==> src/rtl/bdq_pkg.sv <==
package bdq_pkg;

  localparam int CMD_W  = 3;
  localparam int CAP_W  = 7;
  localparam int OUT_W  = 32;
  localparam int ADDR_W = 3;

  localparam logic [CMD_W-1:0] CMD_PUSH_FRONT = 3'd0;
  localparam logic [CMD_W-1:0] CMD_PUSH_REAR  = 3'd1;
  localparam logic [CMD_W-1:0] CMD_POP_FRONT  = 3'd2;
  localparam logic [CMD_W-1:0] CMD_POP_REAR   = 3'd3;
  localparam logic [CMD_W-1:0] CMD_QUERY      = 3'd4;

  localparam logic REG_CAPACITY = 1'b0;

  localparam logic [CAP_W-1:0] CAP_RESET = 7'd64;

  typedef struct packed {
    logic shift_right;
    logic shift_left;
    logic write_rear;
    logic drop_rear;
  } cell_op_t;

endpackage

==> src/rtl/bdq_cell.sv <==
module bdq_cell #(
  parameter int WORD_WIDTH = 32
) (
  input  logic                  clk,
  input  logic                  rst,
  input  bdq_pkg::cell_op_t     op,
  input  logic [WORD_WIDTH-1:0] push_word,
  input  logic [WORD_WIDTH-1:0] left_word,
  input  logic                  left_valid,
  input  logic [WORD_WIDTH-1:0] right_word,
  input  logic                  right_valid,
  output logic [WORD_WIDTH-1:0] word,
  output logic                  valid,
  output logic                  is_rear
);
  import bdq_pkg::*;

  logic first_free;

  assign first_free = left_valid && !valid;
  assign is_rear    = valid && !right_valid;

  always_ff @(posedge clk) begin
    if (op.shift_right) begin
      word <= left_word;
    end else if (op.shift_left) begin
      word <= right_word;
    end else if (op.write_rear && first_free) begin
      word <= push_word;
    end
  end

  always_ff @(posedge clk) begin
    if (rst) begin
      valid <= 1'b0;
    end else if (op.shift_right) begin
      valid <= left_valid;
    end else if (op.shift_left) begin
      valid <= right_valid;
    end else if (op.write_rear && first_free) begin
      valid <= 1'b1;
    end else if (op.drop_rear && is_rear) begin
      valid <= 1'b0;
    end
  end

endmodule

==> config.mk <==
export PLATFORM = sky130hd
export DESIGN_NAME = bdq_cell
export DESIGN_NICKNAME = d
export VERILOG_FILES = /design/src/rtl/bdq_pkg.sv /design/src/rtl/bdq_cell.sv
export SDC_FILE = /design/constraint.sdc
export NUM_CORES = 1
export LEC_CHECK = 0
export ABC_AREA = 1
export BUFFER_PORTS_ARGS = -buffer_cell sky130_fd_sc_hd__buf_2
export CORE_ASPECT_RATIO = 0.75
export CORE_MARGIN = 2
export CORE_UTILIZATION = 36
export CTS_BUF_LIST = sky130_fd_sc_hd__clkbuf_4 sky130_fd_sc_hd__clkbuf_8 sky130_fd_sc_hd__clkbuf_16
export CTS_CLUSTER_SIZE = 24
export DETAILED_ROUTE_END_ITERATION = 12
export GPL_ROUTABILITY_DRIVEN = 0
export GPL_TIMING_DRIVEN = 0
export PLACE_DENSITY_LB_ADDON = 0.15
export SETUP_SLACK_MARGIN = 0.3
export SLEW_MARGIN = 20
export SYNTH_ARGS = -nofsm -noshare
export SYNTH_HDL_FRONTEND = slang
export SYNTH_SLANG_ARGS = --single-unit
export TNS_END_PERCENT = 100
==> constraint.sdc <==
create_clock -name clk -period 1.7 [get_ports clk]
set_clock_uncertainty 0.2 [all_clocks]
set_input_delay 0.085 -clock clk [delete_from_list [all_inputs] [get_ports clk]]
set_output_delay 0.085 -clock clk [all_outputs]
set_load 0.01 [all_outputs]
==> flow_metrics.env, run 1 <==
export IMPL_antenna_found_initial=0
export IMPL_layout_common_cells="buf_2, dlygate4sd3_1, a21oi_1"
export IMPL_grt_total_usage=0.262
export IMPL_endpoint_kind="flip-flop"
export IMPL_clockRootBuffer="clkbuf_8"
export IMPL_synthSimpleGateAreaFrac=0.158
export IMPL_die_w_um=85.3
export IMPL_worst_setup_path_start_kind="flip-flop"
export IMPL_finalHoldViolations=0
export IMPL_synth_top_family_by_area="compound AO/OA/AOI/OAI gates"
export IMPL_synth_net_count=296
export IMPL_hp_class="primary input to flip-flop"
export IMPL_io_pin_count=138
export IMPL_placed_cell_area_sq_mm=0.00254
export IMPL_p_int_w=0.00165
export IMPL_clockBufferDepth=2
export IMPL_slew_headroom=0.491
export IMPL_final_common_cell="buf_2"
export IMPL_hold_depth=3
export IMPL_via_per_inst=4.69
export IMPL_vias=2317
export IMPL_r2r_cells=3
export IMPL_muxShareOfSynthArea=0
export IMPL_grt_util_met1=0.277
export IMPL_synth_fa_ha_area_frac=0
export IMPL_crit_arrival_ps=1130
export IMPL_clkPwrFrac=0.247
export IMPL_busiest_layer="met2"
export IMPL_grt_first_pass_wirelength_um=11200
export IMPL_p_per_area_mw_per_mm2=609
export IMPL_cts_max_level=2
export IMPL_dp_hpwl_um=3900
export IMPL_clk_pin_slew_worst_paths_ps=60
export IMPL_layout_drive_gt1_share=0.385
export IMPL_timing_fmax_ghz=0.736
export IMPL_portBuffers=135
export IMPL_drt_iter0_markers=139
export IMPL_area_growth_syn_to_layout_pct=104
export IMPL_met2_usage=0.495
export IMPL_avgSynthCellArea_sq_um=9.29
export IMPL_ys_seq_elements=33
export IMPL_seq_area_frac_synth=0.550
export IMPL_p_sw_w=0.000571
export IMPL_grt_max_degree=34
export IMPL_finalWirelength_um=7410
export IMPL_drtAntennaViolNets=0
export IMPL_wl_per_cell_um=15.0
export IMPL_nets=538
export IMPL_swShare=0.257
export IMPL_finalSetupViolCount=0
export IMPL_fin_area_sq_mm=0.00364
export IMPL_run_status="finished, final reports clean"
export IMPL_period_needed_ps=1360
export IMPL_yosysWarnings=0
export IMPL_clkSinkCount=33
export IMPL_synthXorXnorAreaFrac=0
export IMPL_worstSetupPathType="flip-flop to flip-flop"
export IMPL_tightest_slew_ps=761
export IMPL_maxCapViolCount=0
export IMPL_grt_setup_unrepaired="no"
export IMPL_cp_required_ps=1480
export IMPL_drtPass1Iterations=4
export IMPL_hold_ws_ps=10.3
export IMPL_clk_latency_ps=280
export IMPL_die_height_um=65.0
export IMPL_tritoncts="yes"
export IMPL_setup_tns_ps=0
export IMPL_p_leak_nw=1.70
export IMPL_numCtsBuffers=5
export IMPL_crit_fanout=17
export IMPL_post_route_period_util=0.799
export IMPL_grt_overflow=0
export IMPL_num_antenna_cells=0
export IMPL_slew_violations=0
export IMPL_synthCells=192
export IMPL_dieArea_sq_mm=0.00554
export IMPL_synth_cell_types=12
export IMPL_floorplan_initialDensity=0.368
export IMPL_first_global_vias=2507
export IMPL_grt_use_met3=0.0688
export IMPL_core_area_sq_mm=0.00484
export IMPL_synth_compound_area_frac=0.195
export IMPL_rows=22
export IMPL_p_seq_frac=0.453
export IMPL_ir_worst_vdd_v=0.000485
export IMPL_p_comb_frac=0.300
export IMPL_drc=0
export IMPL_syn_area_sq_mm=0.00178
-- flip-flops by register name, summed over array words and instances, names as in the netlist --
signal and count:
valid 1, word 32
-- per-stage QoR --
stage / instances / setup WS (ps) / util / total power (W)
after detailed placement: 387 / 268 / 0.525 / 0.00148
after floorplan: 192 / 372 / - / 0.00125
after global routing: 494 / 294 / 0.752 / 0.00234
after global placement: 387 / 262 / 0.525 / 0.00148
after CTS: 492 / 317 / 0.746 / 0.00221
final: 494 / 342 / 0.752 / 0.00222
-- metal layers --
layer / vias to the layer above / share of wire
li1: 1147 / -
met1: 1059 / 0.39
met2: 93 / 0.53
met3: 18 / 0.057
met4: 0 / 0.023
met5: - / 0
-- cell usage after synthesis --
master,n,area share
clkinv_4,1,0.0049
nor2_1,36,0.076
dfxtp_1,1,0.011
a21oi_1,59,0.17
buf_4,3,0.013
nand2_1,38,0.080
inv_1,3,0.0063
buf_6,11,0.069
nand3_1,1,0.0028
inv_4,1,0.0035
a21oi_2,6,0.029
edfxtp_1,32,0.54
-- repair_timing --
action	4_1_cts	5_1_grt
gates resized for setup	1	3
endpoints found under the hold margin	32	0
buffers inserted	0	0
pin swaps	0	2
gates cloned	0	2
hold buffers	98	0
setup endpoints to repair	32	33
-- worst paths after layout --
kind,start,to,slack [ps]
setup / recovery,valid$_SDFFE_PP0P_,word[30]$_DFFE_PP_,340
hold / removal,left_word[23],word[23]$_DFFE_PP_,10
setup reg to reg,valid$_SDFFE_PP0P_,word[30]$_DFFE_PP_,340
hold reg to reg,valid$_SDFFE_PP0P_,valid$_SDFFE_PP0P_,450
-- power groups by stage --
| stage | registers, W | logic (W) | clock network, W |
|---|---|---|---|
| final | 0.00101 | 0.000665 | 0.000549 |
| after global placement | 0.00102 | 0.000455 | 0 |
| after CTS | 0.00101 | 0.000639 | 0.000562 |
| after floorplan | 0.00107 | 0.000184 | 0 |
| after detailed placement | 0.00102 | 0.000461 | 0 |
| after global routing | 0.00101 | 0.000722 | 0.000605 |
-- logic make-up (layout without fill, tap and decap cells) --
logic type,Yosys count,after routing
and+or+nand+nor,75,77
DFF,33,33
buffers and inverters,19,259
AOI/OAI and AO/OA,65,65
-- layout make-up --
class                           instances  area, sq um
Buffer                                 14          146
Multi-Input combinational cell        142          674
Inverter                                5         26.3
Clock inverter                          1         3.75
Sequential cell                        33          981
Tap cell                               60         75.1
Timing Repair Buffer                  233         1660
Fill cell                             360         1200
Clock buffer                            6         76.3
-- critical path, cell delays in order (launching register included) --
cell	delay (ps)
dfxtp_1	320
inv_1	90
nand3_2	210
nand2_8	230
No activity file was read; power rests on OpenSTA's default activity.
==> run 2, diff against run 1 <==
--- a/config.mk
+++ b/config.mk
@@ -5,11 +5,11 @@
 export SDC_FILE = /design/constraint.sdc
 export NUM_CORES = 1
 export LEC_CHECK = 0
-export ABC_AREA = 1
+export ABC_AREA = 0
 export BUFFER_PORTS_ARGS = -buffer_cell sky130_fd_sc_hd__buf_2
 export CORE_ASPECT_RATIO = 0.75
 export CORE_MARGIN = 2
-export CORE_UTILIZATION = 36
+export CORE_UTILIZATION = 39
 export CTS_BUF_LIST = sky130_fd_sc_hd__clkbuf_4 sky130_fd_sc_hd__clkbuf_8 sky130_fd_sc_hd__clkbuf_16
 export CTS_CLUSTER_SIZE = 24
 export DETAILED_ROUTE_END_ITERATION = 12
==> constraint.sdc (replaced) <==
create_clock -name clk -period 1.3 [get_ports clk]
set_clock_uncertainty 0.2 [all_clocks]
set_input_delay 0.065 -clock clk [delete_from_list [all_inputs] [get_ports clk]]
set_output_delay 0.065 -clock clk [all_outputs]
set_load 0.01 [all_outputs]
==> flow_metrics.env, run 2 <==
export IMPL_seq_area_frac_synth=0.564
export IMPL_io_pin_count=138
export IMPL_n_fill_cell=305
export IMPL_reg_top3="word (32), valid (1)"
export IMPL_cpMaxStageDelayCell="dfxtp_4"
export IMPL_p_per_area_mw_per_mm2=940
export IMPL_avgSynthCellArea_sq_um=11.6
export IMPL_r2r_cells=2
export IMPL_die_w_um=81.1
export IMPL_seqCellArea_sq_um=985
export IMPL_run_status="finished, violations left"
export IMPL_drtPass1Iterations=4
export IMPL_final_common_cell="buf_2"
export IMPL_finalWirelength_um=5300
export IMPL_grt_max_degree=18
export IMPL_crit_fanout=17
export IMPL_post_route_period_util=0.930
export IMPL_ys_top_cells_by_count="nand2_1, edfxtp_1, mux2i_1, o21ai_1, buf_2"
export IMPL_tritoncts="yes"
export IMPL_hold_depth=3
export IMPL_synth_top_area_share=0.553
export IMPL_maxCapViolCount=0
export IMPL_finalSetupViolCount=0
export IMPL_swShare=0.248
export IMPL_vias=1828
export IMPL_p_comb_frac=0.242
export IMPL_setup_tns_ps=0
export IMPL_grt_total_usage=0.218
export IMPL_fin_area_sq_mm=0.00305
export IMPL_clk_pin_slew_worst_paths_ps=70
export IMPL_reg2reg_slack_ps=90
export IMPL_portBuffers=136
export IMPL_async_flop_share=0
export IMPL_synthCells=150
export IMPL_via_per_inst=4.77
export IMPL_hold_ws_ps=-117
export IMPL_drtAntennaViolNets=0
export IMPL_timing_rr_start="valid$_SDFFE_PP0P_"
export IMPL_worst_setup_path_start_kind="flip-flop"
export IMPL_dp_hpwl_um=3520
export IMPL_crit_chain="o21ai_4, buf_12"
export IMPL_p_int_w=0.00215
export IMPL_wl_per_cell_um=13.8
export IMPL_hp_class="primary input to flip-flop"
export IMPL_cp_required_ps=1100
export IMPL_period_needed_ps=1210
export IMPL_endpoint_kind="flip-flop"
export IMPL_nets=431
export IMPL_slew_violations=0
export IMPL_first_global_vias=1764
export IMPL_grt_setup_unrepaired="yes"
export IMPL_clkSinkCount=33
export IMPL_largest_reg_flops=32
export IMPL_core_area_sq_mm=0.00415
export IMPL_tightest_slew_ps=493
export IMPL_rows=20
export IMPL_cp_buffers_inverters=1
export IMPL_layout_common_cells="buf_2, mux2i_1, edfxtp_1"
export IMPL_regMostFlops="word"
export IMPL_cts_max_level=2
export IMPL_numCtsBuffers=5
export IMPL_synth_net_count=254
export IMPL_min_from="left_word[31]"
export IMPL_grt_first_pass_wirelength_um=8020
export IMPL_ctsHoldBuffers=29
export IMPL_violations="negative hold slack"
export IMPL_multi_input_area_sq_um=704
export IMPL_yosysWarnings=0
export IMPL_drc=0
export IMPL_antenna_found_initial=0
export IMPL_grt_util_met1=0.246
export IMPL_p_seq_frac=0.462
export IMPL_syn_area_sq_mm=0.00174
export IMPL_dieArea_sq_mm=0.00502
export IMPL_clkPwrFrac=0.296
export IMPL_cpPeakStageDelay_ps=380
export IMPL_ys_seq_elements=33
export IMPL_worstSetupPathType="flip-flop to flip-flop"
export IMPL_die_height_um=61.8
export IMPL_synth_top_cell_by_area="edfxtp_1"
export IMPL_timing_fmax_ghz=0.827
export IMPL_timing_rr_end="word[6]$_DFFE_PP_"
export IMPL_synth_cell_types=17
export IMPL_drt_iter0_markers=72
export IMPL_layout_drive_gt1_share=0.509
export IMPL_crit_arrival_ps=1010
export IMPL_slew_headroom=0.671
export IMPL_clockBufferDepth=2
export IMPL_floorplan_initialDensity=0.419
export IMPL_critical_path_top_delay_family="flip-flops"
export IMPL_num_antenna_cells=0
export IMPL_met2_usage=0.400
export IMPL_synth_most_common_cell="nand2_1"
export IMPL_worstHoldEndpoint="word[31]$_DFFE_PP_"
export IMPL_busiest_layer="met2"
export IMPL_synth_ff_type="edfxtp_1"
export IMPL_p_sw_w=0.000711
export IMPL_p_leak_nw=1.64
export IMPL_synth_area_leaders="edfxtp_1, mux2i_1, o21ai_1, nand2_1, buf_8"
export IMPL_clk_latency_ps=280
export IMPL_ir_worst_vdd_v=0.000658
export IMPL_placed_cell_area_sq_mm=0.00251
export IMPL_clockRootBuffer="clkbuf_8"
export IMPL_finalHoldViolations=33
export IMPL_grt_overflow=0
export IMPL_area_growth_syn_to_layout_pct=75.2
export IMPL_grt_use_met3=0.0636
export IMPL_synth_edf_count=32
[run 2: changes by cell type after synthesis, moves of 2 or more]
cell | previous run | this run
buf_4 | 3 | 0
o21ai_0 | 0 | 2
nor2_1 | 36 | 1
o21ai_1 | 0 | 31
nor2b_1 | 0 | 2
buf_2 | 0 | 5
inv_1 | 3 | 1
buf_6 | 11 | 2
buf_8 | 0 | 3
mux2i_1 | 0 | 32
a21oi_1 | 59 | 0
nand2_1 | 38 | 33
a21oi_2 | 6 | 0
[run 2: kinds of logic (layout without fill, tap and decap cells)]
logic type | count (synthesis) | after routing | synth area share
buffers and inverters | 12 | 189 | 0.0575
muxes | 32 | 32 | 0.184
DFF | 33 | 33 | 0.564
and+or+nand+nor | 38 | 38 | 0.0906
AOI/OAI and AO/OA | 35 | 36 | 0.104
[run 2: worst max path at each step]
stage / from / endpoint / slack [ps] / depth (start not counted)
finish: valid$_SDFFE_PP0P_ / word[6]$_DFFE_PP_ / 90 / 2
global placement: valid$_SDFFE_PP0P_ / word[11]$_DFFE_PP_ / -430 / 1
floorplan: valid$_SDFFE_PP0P_ / word[0]$_DFFE_PP_ / -210 / 1
CTS: valid$_SDFFE_PP0P_ / is_rear / 80 / 2
detailed placement: valid$_SDFFE_PP0P_ / word[11]$_DFFE_PP_ / -430 / 1
global route: valid$_SDFFE_PP0P_ / is_rear / 40 / 2
[run 2: per-layer routing]
layer	vias up	wire length (um)
li1	901	-
met1	840	2130
met2	79	2690
met3	8	417
met4	0	65
met5	-	0
[run 2: metrics by stage]
step | worst slack (ps) | power [W] | instances | utilization | hold WS (ps)
2_1_floorplan | -215 | 0.00163 | 150 | - | -23.6
4_1_cts | 79.4 | 0.00287 | 383 | 0.717 | -130
6_report | 91.3 | 0.00287 | 383 | 0.733 | -117
5_1_grt | 39.4 | 0.00301 | 383 | 0.733 | -102
3_5_place_dp | -434 | 0.00192 | 341 | 0.604 | 130
3_3_place_gp | -434 | 0.00191 | 341 | 0.604 | 126
[run 2: repair_timing]
action                     4_1_cts  5_1_grt
buffers inserted                 4        0
gates cloned                     1        0
hold endpoints to repair        33       31
pin swaps                        3        0
resized for setup                6       25
setup endpoints to repair       67       86
[run 2: worst reg2reg max path, stage by stage (launching register included)]
cell	delay [ps]
dfxtp_4	380
o21ai_4	170
buf_12	170
[run 2: final cells by class]
| type | instances | share of cell area |
|---|---|---|
| Buffer | 11 | 0.0345 |
| Tap cell | 55 | 0.0226 |
| Timing Repair Buffer | 169 | 0.354 |
| Clock buffer | 7 | 0.0316 |
| Multi-Input combinational cell | 106 | 0.231 |
| Clock inverter | 1 | 0.00164 |
| Inverter | 1 | 0.00123 |
| Sequential cell | 33 | 0.323 |
[run 2: power by group through the flow]
stage                     clock network, W  logic, W  registers [W]
after floorplan                          0  0.000218        0.00141
after global placement                   0  0.000569        0.00134
after detailed placement                 0  0.000577        0.00134
after CTS                         0.000868  0.000674        0.00132
after global routing              0.000920  0.000759        0.00133
final                             0.000847  0.000694        0.00132
==> run 3, diff against run 2 <==
--- a/config.mk
+++ b/config.mk
@@ -16,6 +16,7 @@
 export GPL_ROUTABILITY_DRIVEN = 0
 export GPL_TIMING_DRIVEN = 0
 export PLACE_DENSITY_LB_ADDON = 0.15
+export RECOVER_POWER = 50
 export SETUP_SLACK_MARGIN = 0.3
 export SLEW_MARGIN = 20
 export SYNTH_ARGS = -nofsm -noshare
==> flow_metrics.env, run 3 (synthesized netlist as in run 2, its figures left out) <==
export IMPL_run_status="finished, violations left"
export IMPL_violations="negative hold slack"
export IMPL_period_needed_ps=1210
export IMPL_clk_pin_slew_worst_paths_ps=70
export IMPL_tightest_slew_ps=482
export IMPL_drtAntennaViolNets=0
export IMPL_timing_rr_start="valid$_SDFFE_PP0P_"
export IMPL_worst_setup_path_start_kind="flip-flop"
export IMPL_cts_max_level=2
export IMPL_crit_fanout=17
export IMPL_n_fill_cell=309
export IMPL_cp_buffers_inverters=1
export IMPL_multi_input_area_sq_um=701
export IMPL_finalWirelength_um=5300
export IMPL_timing_fmax_ghz=0.828
export IMPL_area_growth_syn_to_layout_pct=72.6
export IMPL_finalSetupViolCount=0
export IMPL_num_antenna_cells=0
export IMPL_layout_drive_gt1_share=0.445
export IMPL_dieArea_sq_mm=0.00502
export IMPL_min_from="left_word[4]"
export IMPL_clockRootBuffer="clkbuf_8"
export IMPL_core_area_sq_mm=0.00415
export IMPL_critical_path_top_delay_family="flip-flops"
export IMPL_die_height_um=61.8
export IMPL_finalHoldViolations=32
export IMPL_io_pin_count=138
export IMPL_drtPass1Iterations=4
export IMPL_p_total_w=0.00284
export IMPL_die_w_um=81.1
export IMPL_wl_per_cell_um=13.8
export IMPL_grt_setup_unrepaired="yes"
export IMPL_crit_start="valid$_SDFFE_PP0P_"
export IMPL_crit_chain="o21ai_4, buf_12"
export IMPL_regMostFlops="word"
export IMPL_drc=0
export IMPL_endpoint_kind="flip-flop"
export IMPL_nets=431
export IMPL_reg_top3="word (32), valid (1)"
export IMPL_ctsHoldBuffers=29
export IMPL_grt_total_usage=0.218
export IMPL_grt_max_degree=18
export IMPL_tritoncts="yes"
export IMPL_first_global_vias=1764
export IMPL_fin_area_sq_mm=0.00300
export IMPL_floorplan_initialDensity=0.419
export IMPL_worst_slack_ps=92.1
export IMPL_via_per_inst=4.73
export IMPL_numCtsBuffers=5
export IMPL_grt_first_pass_wirelength_um=8020
export IMPL_p_leak_nw=1.58
export IMPL_dp_hpwl_um=3520
export IMPL_cpPeakStageDelay_ps=380
export IMPL_cpMaxStageDelayCell="dfxtp_4"
export IMPL_grt_overflow=0
export IMPL_post_route_period_util=0.929
export IMPL_clkSinkCount=33
export IMPL_antenna_found_initial=0
export IMPL_seqCellArea_sq_um=985
export IMPL_slew_headroom=0.679
export IMPL_hp_class="primary input to flip-flop"
export IMPL_drt_iter0_markers=70
export IMPL_vias=1812
export IMPL_place_ws_ps=-434
export IMPL_final_common_cell="buf_2"
export IMPL_placed_cell_area_sq_mm=0.00251
export IMPL_rows=20
export IMPL_largest_reg_flops=32
export IMPL_clk_latency_ps=280
export IMPL_crit_arrival_ps=1010
export IMPL_clockBufferDepth=2
export IMPL_maxCapViolCount=0
export IMPL_worstSetupPathType="flip-flop to flip-flop"
export IMPL_cp_required_ps=1100
export IMPL_ir_worst_vdd_v=0.000668
export IMPL_hold_ws_ps=-120
export IMPL_portBuffers=136
export IMPL_p_per_area_mw_per_mm2=946
export IMPL_layout_common_cells="buf_2, mux2i_1, edfxtp_1"
export IMPL_slew_violations=0
## run 3: cell types whose count changed in the layout (fill, tap and decap cells not counted)
cell / delta
buf_2: -21
buf_6: -1
buf_8: -1
clkbuf_1: +20
clkbuf_2: +3
o21ai_0: +24
o21ai_1: -23
o21ai_2: -1
## run 3: layout make-up
cell class	count	share of cell area
timing repair buffer	169	0.352
sequential	33	0.328
multi-input combinational	106	0.233
clock buffer	7	0.0321
buffer	11	0.0283
tap	55	0.0229
clock inverter	1	0.00167
inverter	1	0.00125
## run 3: per-stage QoR
step	utilization	setup TNS [ps]	instances	hold slack (ps)
floorplan	-	-6980	150	-23.6
CTS	0.717	0	383	-130
detailed placement	0.604	-14160	341	130
finish	0.723	0	383	-120
global placement	0.604	-14170	341	126
global route	0.723	0	383	-105
## run 3: worst paths after layout
kind	end	slack [ps]	depth (start not counted)
hold reg to reg	valid$_SDFFE_PP0P_	520	2
hold / removal	word[4]$_DFFE_PP_	-120	3
setup / recovery	word[6]$_DFFE_PP_	90	2
setup reg to reg	word[6]$_DFFE_PP_	90	2
## run 3: worst register-to-register path, stage by stage (launching register included)
cell and delay (ps):
dfxtp_4 380, o21ai_4 170, buf_12 170
## run 3: metal layers
metal | vias up | track usage | wire length (um) | share of wire
met3 | 8 | 0.0636 | 424 | 0.080
li1 | 900 | - | - | -
met2 | 81 | 0.400 | 2670 | 0.50
met1 | 823 | 0.246 | 2140 | 0.40
met5 | - | 0 | 0 | 0
met4 | 0 | 0.0847 | 65 | 0.012
## run 3: what timing repair did
| item | in CTS | in global routing |
|---|---|---|
| cloned | 1 | 0 |
| resized for setup | 6 | 25 |
| buffers inserted | 4 | 0 |
| pin swaps | 3 | 0 |
| endpoints found under the setup margin | 67 | 86 |
| endpoints found under the hold margin | 33 | 31 |
## run 3: power breakdown
group / total (W) / switching [W] / internal (W)
Clock: 0.000855 / 0.000376 / 0.000478
Sequential: 0.00133 / 0.0000321 / 0.00129
Combinational: 0.000658 / 0.000302 / 0.000356
Total: 0.00284 / 0.000711 / 0.00213
